[src/hw/rtl/sflm_pkg.sv]
// Types and constants for the substring first/last match block.
// No dependencies; used by every module of the block.
`timescale 1ns / 1ps

package sflm_pkg;

  localparam int MaxPatternDef = 16;
  localparam int MaxTextDef    = 65536;
  localparam int RegW          = 64;
  localparam int LenW          = 5;
  localparam int CfgIdxW       = 2;
  localparam int PatBytes      = 16;

  typedef enum logic [CfgIdxW-1:0] {
    CfgPatLo  = 2'd0,
    CfgPatHi  = 2'd1,
    CfgPatLen = 2'd2
  } cfg_idx_e;

  typedef struct packed {
    logic [PatBytes-1:0][7:0] pattern;
    logic [LenW-1:0]          length;
  } cfg_t;

  typedef struct packed {
    logic [7:0] text_byte;
    logic       text_end;
  } in_t;

  typedef struct packed {
    logic        found;
    logic [15:0] first_start;
    logic [15:0] last_start;
    logic        length_overflow;
  } out_t;

  typedef struct packed {
    logic       shift;
    logic [7:0] data;
  } win_ctl_t;

endpackage

[src/hw/rtl/substring_first_last_match.sv]
// Top level: input register, window compare, occurrence tracking, result register.
// Depends on sflm_pkg, sflm_cfg and sflm_window.
//
//   port group   direction  handshake          payload
//   cfg          in         cfg_we_i           cfg_idx_i, cfg_wdata_i
//   in           in         in_valid/in_ready  in_data_i (text_byte, text_end)
//   out          out        out_valid/ready    out_data_o (found, starts, overflow)
//
// One text byte per cycle while no end byte waits; an end byte's result is registered.
// The rate is set by the single compare stage between the input and result registers.
// An end byte waits in the input register while the result register is full and not taken.
// Reset clears configuration, position and match state at once; no clearing pass.
`timescale 1ns / 1ps

module substring_first_last_match #(
  parameter int MAX_PATTERN = sflm_pkg::MaxPatternDef,
  parameter int MAX_TEXT    = sflm_pkg::MaxTextDef
) (
  input  logic                          clk_i,
  input  logic                          rst_ni,
  input  logic                          cfg_we_i,
  input  logic [sflm_pkg::CfgIdxW-1:0]  cfg_idx_i,
  input  logic [sflm_pkg::RegW-1:0]     cfg_wdata_i,
  input  logic                          in_valid_i,
  output logic                          in_ready_o,
  input  sflm_pkg::in_t                 in_data_i,
  output logic                          out_valid_o,
  input  logic                          out_ready_i,
  output sflm_pkg::out_t                out_data_o
);
  import sflm_pkg::*;

  localparam int PosW   = $clog2(MAX_TEXT + 1);
  localparam int StartW = $clog2(MAX_TEXT);

  cfg_t     cfg;
  win_ctl_t win_ctl;
  logic     hit;

  logic s1_valid_q, s1_valid_d;
  in_t  s1_data_q;
  logic adv;

  logic [PosW-1:0]   pos_q, pos_n, pos_inc, len_ext;
  logic [StartW-1:0] first_q, first_n, last_q, last_n, start;
  logic              any_q, any_n, ovf_q, ovf_n, ovf_now;

  logic out_valid_q, out_valid_d;
  out_t out_q;

  sflm_cfg u_cfg (
    .clk_i,
    .rst_ni,
    .cfg_we_i,
    .cfg_idx_i,
    .cfg_wdata_i,
    .cfg_o (cfg)
  );

  sflm_window #(
    .MAX_PATTERN (MAX_PATTERN)
  ) u_window (
    .clk_i,
    .rst_ni,
    .cfg_i (cfg),
    .ctl_i (win_ctl),
    .hit_o (hit)
  );

  // a non-end byte always advances; an end byte needs room in the result register
  assign adv        = s1_valid_q && (!s1_data_q.text_end || !out_valid_q || out_ready_i);
  assign in_ready_o = !s1_valid_q || adv;

  assign ovf_now = pos_q >= PosW'(MAX_TEXT);
  assign pos_inc = pos_q + PosW'(1);
  assign len_ext = PosW'(cfg.length);
  assign start   = StartW'(pos_inc - len_ext);

  assign win_ctl.shift = adv && !ovf_now;
  assign win_ctl.data  = s1_data_q.text_byte;

  always_comb begin
    pos_n   = pos_q;
    any_n   = any_q;
    first_n = first_q;
    last_n  = last_q;
    ovf_n   = ovf_q;
    if (ovf_now) begin
      ovf_n = 1'b1;
    end else begin
      pos_n = pos_inc;
      if (hit && (pos_inc >= len_ext)) begin
        if (!any_q) begin
          first_n = start;
        end
        last_n = start;
        any_n  = 1'b1;
      end
    end
  end

  always_comb begin
    s1_valid_d = s1_valid_q;
    if (in_valid_i && in_ready_o) begin
      s1_valid_d = 1'b1;
    end else if (adv) begin
      s1_valid_d = 1'b0;
    end
    out_valid_d = out_valid_q;
    if (adv && s1_data_q.text_end) begin
      out_valid_d = 1'b1;
    end else if (out_ready_i) begin
      out_valid_d = 1'b0;
    end
  end

  always_ff @(posedge clk_i or negedge rst_ni) begin
    if (!rst_ni) begin
      s1_valid_q  <= 1'b0;
      out_valid_q <= 1'b0;
      pos_q       <= '0;
      any_q       <= 1'b0;
      first_q     <= '0;
      last_q      <= '0;
      ovf_q       <= 1'b0;
    end else begin
      s1_valid_q  <= s1_valid_d;
      out_valid_q <= out_valid_d;
      if (adv) begin
        if (s1_data_q.text_end) begin
          pos_q   <= '0;
          any_q   <= 1'b0;
          first_q <= '0;
          last_q  <= '0;
          ovf_q   <= 1'b0;
        end else begin
          pos_q   <= pos_n;
          any_q   <= any_n;
          first_q <= first_n;
          last_q  <= last_n;
          ovf_q   <= ovf_n;
        end
      end
    end
  end

  always_ff @(posedge clk_i) begin
    if (in_valid_i && in_ready_o) begin
      s1_data_q <= in_data_i;
    end
    if (adv && s1_data_q.text_end) begin
      out_q.found           <= any_n;
      out_q.first_start     <= 16'(first_n);
      out_q.last_start      <= 16'(last_n);
      out_q.length_overflow <= ovf_n;
    end
  end

  assign out_valid_o = out_valid_q;
  assign out_data_o  = out_q;

endmodule

[src/hw/rtl/sflm_cfg.sv]
// Configuration registers: pattern bytes and pattern length.
// Depends on sflm_pkg.
`timescale 1ns / 1ps

module sflm_cfg (
  input  logic                           clk_i,
  input  logic                           rst_ni,
  input  logic                           cfg_we_i,
  input  logic [sflm_pkg::CfgIdxW-1:0]   cfg_idx_i,
  input  logic [sflm_pkg::RegW-1:0]      cfg_wdata_i,
  output sflm_pkg::cfg_t                 cfg_o
);
  import sflm_pkg::*;

  logic [RegW-1:0] pat_lo_q, pat_lo_d;
  logic [RegW-1:0] pat_hi_q, pat_hi_d;
  logic [LenW-1:0] len_q, len_d;

  always_comb begin
    pat_lo_d = pat_lo_q;
    pat_hi_d = pat_hi_q;
    len_d    = len_q;
    if (cfg_we_i) begin
      unique case (cfg_idx_e'(cfg_idx_i))
        CfgPatLo:  pat_lo_d = cfg_wdata_i;
        CfgPatHi:  pat_hi_d = cfg_wdata_i;
        CfgPatLen: len_d    = cfg_wdata_i[LenW-1:0];
        default: ;
      endcase
    end
  end

  always_ff @(posedge clk_i or negedge rst_ni) begin
    if (!rst_ni) begin
      pat_lo_q <= '0;
      pat_hi_q <= '0;
      len_q    <= '0;
    end else begin
      pat_lo_q <= pat_lo_d;
      pat_hi_q <= pat_hi_d;
      len_q    <= len_d;
    end
  end

  assign cfg_o.pattern = {pat_hi_q, pat_lo_q};
  assign cfg_o.length  = len_q;

endmodule

[src/hw/rtl/sflm_window.sv]
// Byte window shift register and parallel compare against the pattern.
// Depends on sflm_pkg.
`timescale 1ns / 1ps

module sflm_window #(
  parameter int MAX_PATTERN = sflm_pkg::MaxPatternDef
) (
  input  logic                clk_i,
  input  logic                rst_ni,
  input  sflm_pkg::cfg_t      cfg_i,
  input  sflm_pkg::win_ctl_t  ctl_i,
  output logic                hit_o
);
  import sflm_pkg::*;

  localparam int IdxW = (MAX_PATTERN > 1) ? $clog2(MAX_PATTERN) : 1;

  logic [MAX_PATTERN-1:0][7:0] win_q;
  logic [MAX_PATTERN-1:0][7:0] win_n;
  logic [MAX_PATTERN-1:0]      ok;
  logic [LenW-1:0]             diff [MAX_PATTERN];
  logic                        len_ok;

  // entry 0 is the newest byte
  always_comb begin
    win_n[0] = ctl_i.data;
    for (int i = 1; i < MAX_PATTERN; i++) begin
      win_n[i] = win_q[i-1];
    end
  end

  always_comb begin
    for (int k = 0; k < MAX_PATTERN; k++) begin
      diff[k] = cfg_i.length - LenW'(k + 1);
      ok[k]   = (LenW'(k) >= cfg_i.length) ||
                (win_n[diff[k][IdxW-1:0]] == cfg_i.pattern[k]);
    end
  end

  assign len_ok = (cfg_i.length != '0) && (cfg_i.length <= LenW'(MAX_PATTERN));
  assign hit_o  = len_ok && (&ok);

  always_ff @(posedge clk_i or negedge rst_ni) begin
    if (!rst_ni) begin
      win_q <= '0;
    end else if (ctl_i.shift) begin
      win_q <= win_n;
    end
  end

endmodule

[config.mk]
export PLATFORM = sky130hd
export DESIGN_NAME = substring_first_last_match
export DESIGN_NICKNAME = d
export VERILOG_FILES = /design/src/hw/rtl/sflm_pkg.sv /design/src/hw/rtl/substring_first_last_match.sv /design/src/hw/rtl/sflm_cfg.sv /design/src/hw/rtl/sflm_window.sv
export SDC_FILE = /design/constraint.sdc
export NUM_CORES = 1
export LEC_CHECK = 0
export BUFFER_PORTS_ARGS = -buffer_cell sky130_fd_sc_hd__buf_2
export CAP_MARGIN = 5
export CELL_PAD_IN_SITES_DETAIL_PLACEMENT = 1
export CELL_PAD_IN_SITES_GLOBAL_PLACEMENT = 1
export CORE_AREA = 4 4 268 270
export CTS_CLUSTER_DIAMETER = 150
export DETAILED_ROUTE_END_ITERATION = 16
export DIE_AREA = 0 0 272 274
export PLACE_DENSITY_LB_ADDON = 0.15
export REMOVE_ABC_BUFFERS = 1
export SLEW_MARGIN = 20
export SYNTH_ARGS = -nofsm -noshare
export SYNTH_HDL_FRONTEND = slang
export SYNTH_HIERARCHICAL = 1
export SYNTH_SLANG_ARGS = --single-unit
[constraint.sdc]
create_clock -name clk_i -period 8.7 [get_ports clk_i]
set_input_delay 0.435 -clock clk_i [delete_from_list [all_inputs] [get_ports clk_i]]
set_output_delay 0.435 -clock clk_i [all_outputs]
set_load 0.02 [all_outputs]
Yosys cells after proc, flatten, opt, wreduce, memory -nomap -nowiden
Index checks and enable logic that the tools add are counted.
Operators by class
  add/sub/neg operators: 18
  $lt $le $gt $ge: 35
  eq/ne operators: 19
  multiplexer cells: 50
  reductions and logical operators: 39
Operator list (number)
  $bmux W8 S4: 16
  $eq A8 B8 Y1: 16
  $mux W8: 16
  $mux W16: 7
  $lt A4 B5 Y1 const B: 16
  $ge A4 B5 Y1 const A: 8
  $mux W17: 2
  $sub A4 B4 Y4 const B: 8
  $ge A3 B5 Y1 const A: 4
  $logic_or A1 B1 Y1: 19
  $add A17 B1 Y17 const B: 1
  $ge A17 B17 Y1 const B: 1
  $ge A17 B5 Y1: 1
  $reduce_and A16 Y1: 1
  $sub A16 B5 Y16: 1
  $sub A4 B3 Y4 const B: 4
  $ge A1 B5 Y1 const A: 2
  $ge A2 B5 Y1 const A: 2
  $mux W1: 9
  $reduce_and A2 Y1: 4
  $sub A4 B1 Y4 const B: 2
  $sub A4 B2 Y4 const B: 2
  $logic_and A1 B1 Y1: 7
  $le A5 B5 Y1 const B: 1
  other kinds (7): 11
Storage, ports and cells
  register bits: 349
  output and inout port bits: 36
  logic and storage cells: 192

Logic depth before layout (Yosys ltp)
Gate-level depths: netlist of run 1.
  word-level depth: 11
  mapped depth: 26
  mapped depth without buffers: 16

Hierarchy
Netlist of run 1, hierarchy kept.
Modules (own cells, without submodules)
  sflm_window: instances 1, cells each 1146, area an instance 13746.9 sq um, sequential area each 3002.9 sq um
  sflm_cfg: instances 1, cells each 283, area an instance 5360.1 sq um, sequential area each 3328.2 sq um
  substring_first_last_match: instances 1, cells each 491, area an instance 5009.8 sq um, sequential area each 2617.5 sq um

Worst setup path before layout of run 1
No wires, ideal clock.
  path kind: flip-flop to flip-flop
  from: register u_cfg.len_q[1]
  to: register last_q[13]
  library setup time: 0.078 ns
  data arrival time: 6.091 ns
  required time: 8.622 ns
  path slack: 2.531 ns
  stages on the path, launching flop included: 24
  period minus slack after synthesis: 6.169 ns
  cells stage by stage: dfrtp_1 buf_2 buf_2 buf_2 clkbuf_1 inv_1 ha_1 buf_2 buf_4 buf_1 mux2i_1 mux4_2 xor2_1 nand2_1 nor4_1 mux2i_1 or4_1 o31ai_1 and4_1 nor2b_1 o31ai_2 buf_4 or3_1 o2bb2ai_1
Between the ends
  word-level cells in the longest chain between the ends: 11
  elaborated cells between the ends (all ways): 107
  classes of those cells: add/sub: 17; order compare: 18; eq/ne: 16; mux: 35; reduce/logical: 21
RTL lines
  from (decl): RTL line sflm_cfg.sv:17  | logic [LenW-1:0] len_q, len_d;
  from (signal assigned): RTL line sflm_cfg.sv:41  | len_q <= len_d;
  $sub A4 B1 Y4 (tied with other cells): RTL line sflm_window.sv:34  | diff[k] = cfg_i.length - LenW'(k + 1);
  $bmux W8 S4: RTL line sflm_window.sv:36  | (win_n[diff[k][IdxW-1:0]] == cfg_i.pattern[k]);
  $mux W8 (not written as such): RTL line sflm_window.sv:36
  $eq A8 B8 Y1: RTL line sflm_window.sv:36
  $logic_or A1 B1 Y1: RTL line sflm_window.sv:35  | ok[k] = (LenW'(k) >= cfg_i.length) ||
  $reduce_and A16 Y1: RTL line sflm_window.sv:41  | assign hit_o = len_ok && (&ok);
  $logic_and A1 B1 Y1 *: RTL line sflm_window.sv:41
  net hit: RTL line substring_first_last_match.sv:38  | logic hit;
  $logic_and A1 B1 Y1 *: RTL line substring_first_last_match.sv:92  | if (hit && (pos_inc >= len_ext)) begin
  $mux W16 *: RTL line substring_first_last_match.sv:92
  $mux W16 *: RTL line substring_first_last_match.sv:88  | if (ovf_now) begin
  $mux W16 *: RTL line substring_first_last_match.sv:130  | if (s1_data_q.text_end) begin
  to (signal assigned): RTL line substring_first_last_match.sv:140  | last_q <= last_n;
  to (decl): RTL line substring_first_last_match.sv:45  | logic [StartW-1:0] first_q, first_n, last_q, last_n, start;
The timed path passes the listed nets; every way through them passes the cells marked *. The select of a mux whose other input is x is not followed.
A chain may end at the register's enable or synchronous reset.

Worst setup path in the final report of run 1
  from: register u_cfg.len_q[0]
  to: register first_q[3]
Between the ends
  word-level cells in the longest chain between the ends: 11
  elaborated cells between the ends (all ways): 108
  classes of those cells: add/sub: 17; order compare: 18; eq/ne: 16; mux: 36; reduce/logical: 21
RTL lines
  $sub A4 B1 Y4 (tied with other cells): RTL line sflm_window.sv:34
  $bmux W8 S4: RTL line sflm_window.sv:36
  $mux W8 (not written as such): RTL line sflm_window.sv:36
  $eq A8 B8 Y1: RTL line sflm_window.sv:36
  $logic_or A1 B1 Y1: RTL line sflm_window.sv:35
  $reduce_and A16 Y1: RTL line sflm_window.sv:41
  $logic_and A1 B1 Y1 *: RTL line sflm_window.sv:41
  net hit: RTL line substring_first_last_match.sv:38
  $logic_and A1 B1 Y1 *: RTL line substring_first_last_match.sv:92
  $mux W16 *: RTL line substring_first_last_match.sv:92
  $mux W16 *: RTL line substring_first_last_match.sv:88
  $mux W16 *: RTL line substring_first_last_match.sv:130
  to (signal assigned): RTL line substring_first_last_match.sv:139  | first_q <= first_n;
  to (decl): RTL line substring_first_last_match.sv:45
Marked as above.

==> impl_metrics.json, run 1 <==
{
  "totalNegativeSetupSlack_ns": 0,
  "finalPower_mw": 9.50,
  "ys_warn_count": 6,
  "ys_types": 80,
  "die_w_um": 272,
  "fin_skew_ns": 0.0369,
  "cp-endpoint": "first_q[3]$_DFFE_PN0P_",
  "tightestPinTransition_ns": 1.09,
  "rsz0062_at_grt": "false",
  "power_density_nw_per_um2": 350,
  "antenna_found_initial": 5,
  "slew_headroom_pct": 27.0,
  "track_usage_pct": 21.2,
  "seq_area_frac_synth_pct": 37.1,
  "cts_resized": 0,
  "n_fill_cell": 7287,
  "synth.ff_latch_count": 349,
  "p_leak_nw": 11.2,
  "core_um2": 69500,
  "setup_viol": 0,
  "worst_setup_path_start_kind": "flip-flop",
  "cts.clk_slew.worst_paths_ns": 0.06,
  "path_class": "reg -> reg",
  "synth.area.top_cells": "dfrtp_1, mux4_2, mux2_2",
  "cts.htree.levels": 2,
  "grt_overflow": 0,
  "clk_path_buf_depth": 3,
  "synthCells": 1920,
  "seqCellArea_um2": 8960,
  "max-cap-violations": 0,
  "drive_gt1_share_pct": 34.5,
  "drcViolationCount": 0,
  "vias": 17000,
  "async_flop_share_pct": 87.7,
  "drt_iter0_markers": 1022,
  "synth_edf_count": 43,
  "synth_top_area_cell": "dfrtp_1",
  "end_kind": "flip-flop",
  "synth_top_cell_area_share_pct": 31.8,
  "die_h_um": 274,
  "maxSlewViolCount": 0,
  "drt_wl_total_um": 80000,
  "crit_required_ns": 9.20,
  "dieArea_um2": 74500,
  "grt_max_degree": 128,
  "path_max_fanout": 39,
  "final_antenna_net_count": 0,
  "critPathLaunch": "u_cfg/len_q[0]$_DFFE_PN0P_",
  "clock_sinks": 349,
  "cts_tree": "built",
  "hold_violations": 0,
  "ir_drop_uv": 162,
  "drt_pass1_iterations": 4,
  "io_pins": 116,
  "r2r-end": "first_q[3]$_DFFE_PN0P_",
  "reg2reg_slack_ns": 1.96,
  "first_global_vias": 18000,
  "min_path_type": "in -> reg",
  "fin_nets": 2102,
  "grt_pass1_wl_um": 120000,
  "rr_worst_depth": 16,
  "synth.avg_cell_area_um2": 12.6,
  "ys.flop_type": "dfrtp_1",
  "r2r-start": "u_cfg/len_q[0]$_DFFE_PN0P_",
  "hpwl_um": 57900,
  "fmax_ghz": 0.148,
  "status": "finished, final reports clean",
  "layout-area-overhead-vs-synth_pct": 12.6,
  "wl_per_cell_um": 26.9,
  "rows": 97,
  "hp-start": "in_data_i[4]",
  "synth_common_cells": "dfrtp_1, mux2_2, mux2i_1",
  "syn_area_um2": 24100,
  "clock_latency_ns": 0.60,
  "min_period_over_period_pct": 77.5,
  "timing.hold.ws_ns": 0.0350,
  "min_period_ns": 6.74,
  "cp.arrival_ns": 7.24,
  "cts-root-buf": "clkbuf_16",
  "viasPerCell": 5.70,
  "cts_made_buffers": 46,
  "multi_input_area_um2": 14400,
  "gp_routability_congestion": 0.903,
  "initial_core_util_pct": 34.7,
  "port_buffers": 115,
  "synthMostInstantiatedCell": "dfrtp_1"
}
[flip-flops by register name (all words and copies together) (netlist names), 5 cells and up]
| signal | cells |
|---|---|
| first_q | 16 |
| u_cfg/pat_lo_q | 64 |
| u_cfg/len_q | 5 |
| pos_q | 17 |
| u_cfg/pat_hi_q | 64 |
| u_window/win_n | 120 |
| s1_data_q | 9 |
| out_data_o | 34 |
| last_q | 16 |
[cells by family after synthesis]
kind of cell,synth area share (%)
flops,37.1
simple gates,7.56
buf+inv,3.57
compound gates,5.41
fa+ha+maj,1.17
mux,37.2
xor+xnor,7.95
[what timing repair did]
| item | 4_1_cts | 5_1_grt |
|---|---|---|
| hold endpoints to repair | 71 | 0 |
| setup buffers | 0 | 0 |
| hold buffers | 8 | 0 |
[worst min path at each step]
stage / endpoint / cells past startpoint
global route: s1_data_q[4]$_DFFE_PP_ / 1
global placement: u_window/win_n[16]$_DFFE_PN0P_ / 1
finish: s1_data_q[4]$_DFFE_PP_ / 1
floorplan: any_q$_DFFE_PN0P_ / 0
detailed placement: u_window/win_n[9]$_DFFE_PN0P_ / 1
CTS: s1_data_q[4]$_DFFE_PP_ / 1
[final cells by class]
class                   count  area share (%)
well taps                 940            4.33
inverters                  20           0.286
clock buffers              58            4.74
repair buffers            155            3.43
multi-input cells        1428            53.1
flip-flops and latches    349            33.0
diodes                      1         0.00922
clock inverters            27            1.12
[metal layers]
layer / share of wire, % / vias up / GRT usage [%] / wire [um]
li1: - / 7420 / - / -
met5: 0 / - / 0 / 0
met1: 45 / 8978 / 29.2 / 35800
met3: 7.0 / 111 / 5.64 / 5630
met4: 2.9 / 0 / 5.95 / 2310
met2: 45 / 470 / 33.0 / 36200
[placed cells by master, fill, tap and decap left out, types with 65 or more instances in the layout]
master and instances:
nand2_1 148, buf_2 114, mux4_2 165, xor2_1 127, dfrtp_1 303, mux2i_1 184, mux2_4 65, xnor2_1 81
mux2_2 216, o21ai_0 76
[through the flow]
step / area, um2 / cells / utilization (%) / worst slack [ns]
after floorplan: 23300 / 1797 / - / -2.79
after global placement: 25400 / 2884 / 36.6 / 2.06
after detailed placement: 25500 / 2884 / 36.6 / 1.90
after CTS: 27100 / 2977 / 39.0 / 1.88
after global routing: 27200 / 2977 / 39.0 / 1.57
final: 27200 / 2978 / 39.0 / 1.96
[power by group]
part	switching [mW]	leakage [nW]	total [mW]	internal (mW)
logic	2.54	6.30	4.78	2.24
registers	0.684	4.15	2.73	2.05
clock network	0.793	0.776	2.00	1.20
[worst max-delay path, cell delays in order (launching register included)]
cell and delay, ns:
dfrtp_4 0.58, inv_4 0.06, ha_4 0.78, buf_4 0.59, mux4_2 0.72, mux4_2 0.52, xor2_1 0.17, nor4_1 0.41
nand2_1 0.19, or4_1 0.46, o31ai_1 0.22, and4_1 0.30, nor2b_1 0.37, o311ai_4 0.15, buf_4 0.26, or2_0 0.52
o2bb2ai_1 0.28
Note: power is estimated with default switching activity, not from simulation.
==> inputs of run 2 (changes only) <==
- ABC_AREA: unset -> 1
- CORE_AREA: 4 4 268 270 -> 4 4 267 269
- DIE_AREA: 0 0 272 274 -> 0 0 271 273
- clock period: 8.7 -> 5.5 ns (I/O delays scaled with it)
==> run 2 against run 1 <==
Clock skew down 0.017 ns. Wire length up 19%. Final cell count up 53%. Sequential cell count unchanged. Critical path type unchanged. Largest cell class unchanged. Largest power group unchanged.
==> impl_metrics.json, run 2 <==
{
  "cts_setup_buffers": 0,
  "min_path_type": "in -> reg",
  "crit_path_cell_trace": "clkinv_2 -> ha_2 -> buf_4 -> nand3_1 -> nand3_1 -> nand3_1 -> nand2_1 -> xor2_1 -> nand2_1 -> nor2_1 -> nand2_1 -> nand2_1 -> nand2_1 -> nor2_1 -> nand3_1 -> nor2_2 -> inv_1 -> a21oi_2 -> nand3_1 -> and2_1",
  "min_period_ns": 4.98,
  "fmax_ghz": 0.201,
  "ys_types": 49,
  "syn_area_um2": 23900,
  "cts.clk_slew.worst_paths_ns": 0.06,
  "die_w_um": 271,
  "port_buffers": 115,
  "tightestPinTransition_ns": 1.01,
  "critPathBufInv": 3,
  "clock_latency_ns": 0.60,
  "dp_cells": 4400,
  "crit_slowest_cell": "dfrtp_4",
  "max-cap-violations": 0,
  "rsz0062_at_grt": "false",
  "synth.avg_cell_area_um2": 6.83,
  "hpwl_um": 72800,
  "rows": 96,
  "track_usage_pct": 25.4,
  "fin_area_um2": 27100,
  "final_cell_mix": "nand2_1, nand3_1, dfrtp_1, inv_1, nor2_1",
  "synthMostInstantiatedCell": "nand2_1",
  "cts.htree.levels": 2,
  "reg2reg_slack_ns": 0.52,
  "power_density_nw_per_um2": 441,
  "clock_sinks": 349,
  "fin_nets": 3693,
  "maxSlewViolCount": 0,
  "layout_commonest_cell": "nand2_1",
  "cts_tree": "built",
  "viasPerCell": 5.45,
  "hold_violations": 0,
  "use_met1_pct": 39.1,
  "setup_viol": 0,
  "seq_area_frac_synth_pct": 37.5,
  "slew_headroom_pct": 32.9,
  "synthCells": 3495,
  "synth_common_cells": "nand2_1, nand3_1, dfrtp_1",
  "ir_drop_uv": 183,
  "synth_top_cell_area_share_pct": 32.1,
  "grt_pass1_wl_um": 150000,
  "final_antenna_net_count": 0,
  "gp_routability_congestion": 0.921,
  "initial_core_util_pct": 34.8,
  "wl_per_cell_um": 20.9,
  "io_pins": 116,
  "first_global_vias": 24800,
  "fin_skew_ns": 0.0199,
  "cts_made_buffers": 44,
  "vias": 24800,
  "die_h_um": 273,
  "antennaDiodeCount": 0,
  "core_um2": 68600,
  "drcViolationCount": 0,
  "min_period_over_period_pct": 90.5,
  "use_met3_pct": 4.05,
  "drt_iter0_markers": 1946,
  "path_class": "reg -> reg",
  "grt_util_met2_pct": 37.4,
  "grt_max_degree": 152,
  "crit_required_ns": 5.84,
  "largest_reg_flops": 120,
  "cp.arrival_ns": 5.32,
  "async_flop_share_pct": 87.7,
  "placed_cell_area_um2": 25000,
  "antenna_found_initial": 0,
  "p_leak_nw": 13.6,
  "synth_top_area_cell": "dfrtp_1",
  "critical_path.top_delay_family": "simple AND/OR/NAND/NOR gates",
  "dieArea_um2": 74000,
  "drive_gt1_share_pct": 8.42,
  "worst_setup_path_start_kind": "flip-flop",
  "drt_wl_total_um": 95200,
  "ys_warn_count": 6,
  "instances_no_fill": 4555,
  "clk_path_buf_depth": 3,
  "drt_pass1_iterations": 5,
  "ys.flop_type": "dfrtp_1",
  "grt.busiest_layer": "met1",
  "slowest_delay_ns": 0.69,
  "grt_overflow": 0,
  "cts-root-buf": "clkbuf_16",
  "status": "finished, final reports clean",
  "synth_edf_count": 43,
  "synth.ff_latch_count": 349,
  "end_kind": "flip-flop",
  "path_max_fanout": 64,
  "layout-area-overhead-vs-synth_pct": 13.6,
  "cts_resized": 0,
  "synth.area.top_cells": "dfrtp_1, nand3_1, nand2_1"
}
-- run 2: cell types whose count changed after synthesis, moves of 79 or more --
cell     change
mux2i_1    -184
nand2_1    +989
mux4_2     -165
mux2_2     -208
nor2_1      +79
xor2_1      -95
nand3_1    +947
inv_1      +230
-- run 2: stage by stage --
stage	util (%)	total power, mW	worst slack, ns	hold WS (ns)	TNS, ns
3_5_place_dp	36.4	9.01	0.597	0.339	0
2_1_floorplan	-	7.02	-5.30	-0.0206	-743.94
6_report	39.6	12.0	0.524	0.0351	0
4_1_cts	39.6	12.0	0.515	0.00401	0
5_1_grt	39.6	12.9	0.141	0.0255	0
3_3_place_gp	36.4	8.83	0.692	0.332	0
-- run 2: path summary, 6_finish.rpt --
path / from / cells after the start / endpoint
hold / removal: cfg_wdata_i[4] / 3 / u_cfg/pat_lo_q[4]$_DFFE_PN0P_
setup / recovery: u_cfg/len_q[0]$_DFFE_PN0P_ / 20 / out_data_o[12]$_DFFE_PP_
setup reg to reg: u_cfg/len_q[0]$_DFFE_PN0P_ / 20 / out_data_o[12]$_DFFE_PP_
min in group asynchronous: rst_ni / 2 / u_cfg/pat_hi_q[14]$_DFFE_PN0P_
hold reg to reg: u_cfg/pat_hi_q[59]$_DFFE_PN0P_ / 2 / u_cfg/pat_hi_q[59]$_DFFE_PN0P_
max in group asynchronous: rst_ni / 3 / u_cfg/pat_hi_q[23]$_DFFE_PN0P_
-- run 2: layout make-up --
class / instances / area [um2]
sequential: 349 / 8950
clock inverter: 9 / 100
clock buffer: 70 / 1300
inverter: 258 / 975
multi-input combinational: 2693 / 12800
timing repair buffer: 245 / 1840
fill: 8749 / 41400
tap: 931 / 1160
-- run 2: worst min-delay path, cell delays in order --
cell and delay, ns:
buf_2 0.15, nand3_1 0.10, nand2_1 0.06
-- run 2: logic make-up (layout without fill, tap and decap cells) --
group	count (synthesis)	after routing	synth area share, %
xor+xnor	46	46	1.97
compound gates	162	162	3.61
mux	8	8	0.377
buf+inv	453	582	8.99
flops	349	349	37.5
simple gates	2455	2455	46.4
fa+ha+maj	22	22	1.18
-- run 2: what timing repair did --
item                                    CTS  global route
endpoints found under the setup margin    0             0
hold buffers                             76             0
hold endpoints to repair                226             0
-- run 2: report_power, final --
group	internal [mW]	switching, mW	leakage [nW]
logic	1.68	3.77	8.75
registers	3.06	0.598	4.21
clock network	1.67	1.19	0.673
total	6.41	5.56	13.6
-- run 2: per-layer routing --
layer	share of wire, %	vias to the layer above
met5	0	-
met4	2.1	0
met3	5.3	87
met2	42	556
met1	51	12400
li1	-	11800
==> inputs of run 3 (changes only) <==
--- a/config.mk
+++ b/config.mk
@@ -16,5 +16,4 @@
 export DIE_AREA = 0 0 271 273
 export PLACE_DENSITY_LB_ADDON = 0.15
-export REMOVE_ABC_BUFFERS = 1
 export SLEW_MARGIN = 20
 export SYNTH_ARGS = -nofsm -noshare
==> constraint.sdc (replaced) <==
create_clock -name clk_i -period 5.07 [get_ports clk_i]
set_input_delay 1.2675 -clock clk_i [delete_from_list [all_inputs] [get_ports clk_i]]
set_output_delay 1.2675 -clock clk_i [all_outputs]
set_load 0.02 [all_outputs]
==> run 3 against run 2 <==
Die area unchanged. Final cell count is 1.6% lower. Critical path depth increased by 2. Utilization shrank 0.95 points. Critical endpoint is now out_data_o[31]$_DFFE_PP_.
==> impl_metrics.json, run 3 (synthesis results as in run 2) <==
{
  "drt_wl_total_um": 113000,
  "placed_cell_area_um2": 25000,
  "initial_core_util_pct": 34.8,
  "critPathLaunch": "u_cfg/len_q[0]$_DFFE_PN0P_",
  "drt_pass1_iterations": 7,
  "viasPerCell": 5.57,
  "vias": 24900,
  "hpwl_um": 88700,
  "p_clk_share_pct": 23.6,
  "status": "finished, final reports clean",
  "crit_required_ns": 5.40,
  "p_sw_mw": 6.58,
  "power_density_nw_per_um2": 511,
  "ir_drop_uv": 286,
  "intPower_mw": 6.95,
  "hp-start": "u_cfg/pat_hi_q[59]$_DFFE_PN0P_",
  "p_leak_nw": 13.4,
  "path_max_fanout": 32,
  "clock_latency_ns": 0.60,
  "critical_path.top_delay_family": "simple AND/OR/NAND/NOR gates",
  "cp-endpoint": "out_data_o[31]$_DFFE_PP_",
  "grt_max_degree": 102,
  "fin_skew_ns": 0.0365,
  "worst_setup_path_start_kind": "flip-flop",
  "rr_worst_depth": 22,
  "fmax_ghz": 0.207,
  "synth_fp_nets": 3597,
  "io_pins": 116,
  "cp.arrival_ns": 5.16,
  "die_h_um": 273,
  "rows": 96,
  "fin_nets": 3615,
  "drcViolationCount": 0,
  "max-cap-violations": 0,
  "grt_overflow": 0,
  "dieArea_um2": 74000,
  "die_w_um": 271,
  "reg2reg_slack_ns": 0.24,
  "hold_violations": 0,
  "min_period_ns": 4.83,
  "layout_commonest_cell": "nand2_1",
  "p_sw_share_pct": 48.6,
  "first_global_vias": 25600,
  "drt_iter0_markers": 1888,
  "gp_routability_congestion": 0.991,
  "wl_per_cell_um": 25.2,
  "clock_sinks": 349,
  "track_usage_pct": 30.0,
  "drive_gt1_share_pct": 8.93,
  "setup_viol": 0,
  "slew_headroom_pct": 38.3,
  "sequentialPowerShare_pct": 29.1,
  "clk_path_buf_depth": 3,
  "totalNegativeSetupSlack_ns": 0,
  "port_buffers": 115,
  "cts_made_buffers": 44,
  "combPwrFrac_pct": 47.3,
  "critPathBufInv": 5,
  "instances_no_fill": 4480,
  "final_cell_mix": "nand2_1, nand3_1, dfrtp_1, inv_1, nor2_1",
  "r2r-end": "out_data_o[31]$_DFFE_PP_",
  "rsz0062_at_grt": "false",
  "min_path_type": "reg -> reg",
  "cts-root-buf": "clkbuf_16",
  "min_period_over_period_pct": 95.3,
  "largest_reg_flops": 120,
  "grt_pass1_wl_um": 167000,
  "tightestPinTransition_ns": 0.925,
  "cp_num_cells": 22,
  "maxSlewViolCount": 0,
  "cts.htree.levels": 2,
  "layout-area-overhead-vs-synth_pct": 10.9,
  "slowest_delay_ns": 0.56,
  "fin_area_um2": 26500,
  "antenna_found_initial": 4,
  "final_antenna_net_count": 0,
  "crit_path_cell_trace": "inv_4 -> buf_4 -> buf_4 -> nand2_1 -> nand3_1 -> nand3_1 -> nand3_1 -> nand3_1 -> nand2_1 -> nand3_1 -> nor2_1 -> nand2_1 -> nand2_1 -> nand2_1 -> nand2_1 -> nand4_1 -> nor2_2 -> buf_12 -> inv_1 -> a21oi_2 -> nand3_1 -> and2_1",
  "cts_tree": "built",
  "core_um2": 68600,
  "r2r-start": "u_cfg/len_q[0]$_DFFE_PN0P_",
  "crit_slowest_cell": "dfrtp_4",
  "dp_cells": 4397,
  "path_class": "reg -> reg",
  "end_kind": "flip-flop",
  "cts.clk_slew.worst_paths_ns": 0.06
}
==> run 3: cell types whose count changed in the layout (fill, tap and decap cells not counted), moves of 2 or more <==
cell	before	now
clkbuf_16	45	47
clkbuf_1	17	9
clkinv_2	3	11
nand3_1	976	973
clkbuf_8	8	5
nand3_2	0	3
buf_4	48	41
dlygate4sd3_1	76	0
clkinv_4	0	2
buf_6	0	2
==> run 3: metrics by stage <==
| step | setup slack (ns) | hold slack (ns) | util [%] | total power, mW |
|---|---|---|---|---|
| after global routing | 0.00128 | 0.511 | 38.6 | 14.4 |
| after floorplan | 0.921 | 0.442 | - | 7.80 |
| after global placement | 0.205 | 0.457 | 36.4 | 10.1 |
| final | 0.240 | 0.478 | 38.6 | 13.5 |
| after detailed placement | 0.256 | 0.467 | 36.4 | 10.3 |
| after CTS | 0.217 | 0.480 | 38.5 | 13.5 |
==> run 3: layer usage <==
metal / part of all wire [%] / vias to the layer above / wire, um / global-route usage (%)
li1: - / 11700 / - / -
met1: 41 / 12400 / 46200 / 36.6
met2: 48 / 639 / 54300 / 51.8
met3: 4.8 / 190 / 5420 / 4.30
met4: 6.2 / 0 / 7010 / 15.2
met5: 0 / - / 0 / 0
==> run 3: what timing repair did <==
item / 4_1_cts / 5_1_grt
resized for setup: 0 / 7
setup endpoints to repair: 0 / 59
setup buffers: 0 / 0
hold buffers: 0 / 0
==> run 3: layout make-up <==
type	count	area [um2]
tap	931	1160
fill	8725	42100
multi-input combinational	2693	12800
sequential	349	8950
clock inverter	21	191
timing repair buffer	167	1120
inverter	258	977
clock buffer	60	1250
antenna	1	2.50
==> run 3: worst min-delay path by stage <==
stage,slack (ns),to,cells after the start
after CTS,0.48,u_cfg/pat_hi_q[59]$_DFFE_PN0P_,2
after global routing,0.51,first_q[2]$_DFFE_PN0P_,2
after detailed placement,0.47,u_cfg/pat_hi_q[59]$_DFFE_PN0P_,2
after global placement,0.46,u_cfg/pat_hi_q[59]$_DFFE_PN0P_,2
after floorplan,0.44,u_cfg/pat_hi_q[59]$_DFFE_PN0P_,2
final,0.48,u_cfg/pat_hi_q[59]$_DFFE_PN0P_,2
==> run 3: worst register-to-register path: cells and delay by family, from the launching register on <==
| family | cells | cell delay (ns) |
|---|---|---|
| and+or+nand+nor | 16 | 2.60 |
| buffers and inverters | 5 | 1.18 |
| DFF | 1 | 0.56 |
| AOI/OAI and AO/OA | 1 | 0.23 |
==> run 3: power by group through the flow <==
stage / sequential (mW) / combinational [mW] / clock (mW)
3_5_place_dp: 3.98 / 6.30 / 0
4_1_cts: 3.93 / 6.32 / 3.27
2_1_floorplan: 3.69 / 4.11 / 0
3_3_place_gp: 3.96 / 6.18 / 0
6_report: 3.94 / 6.40 / 3.19
5_1_grt: 3.99 / 7.04 / 3.39
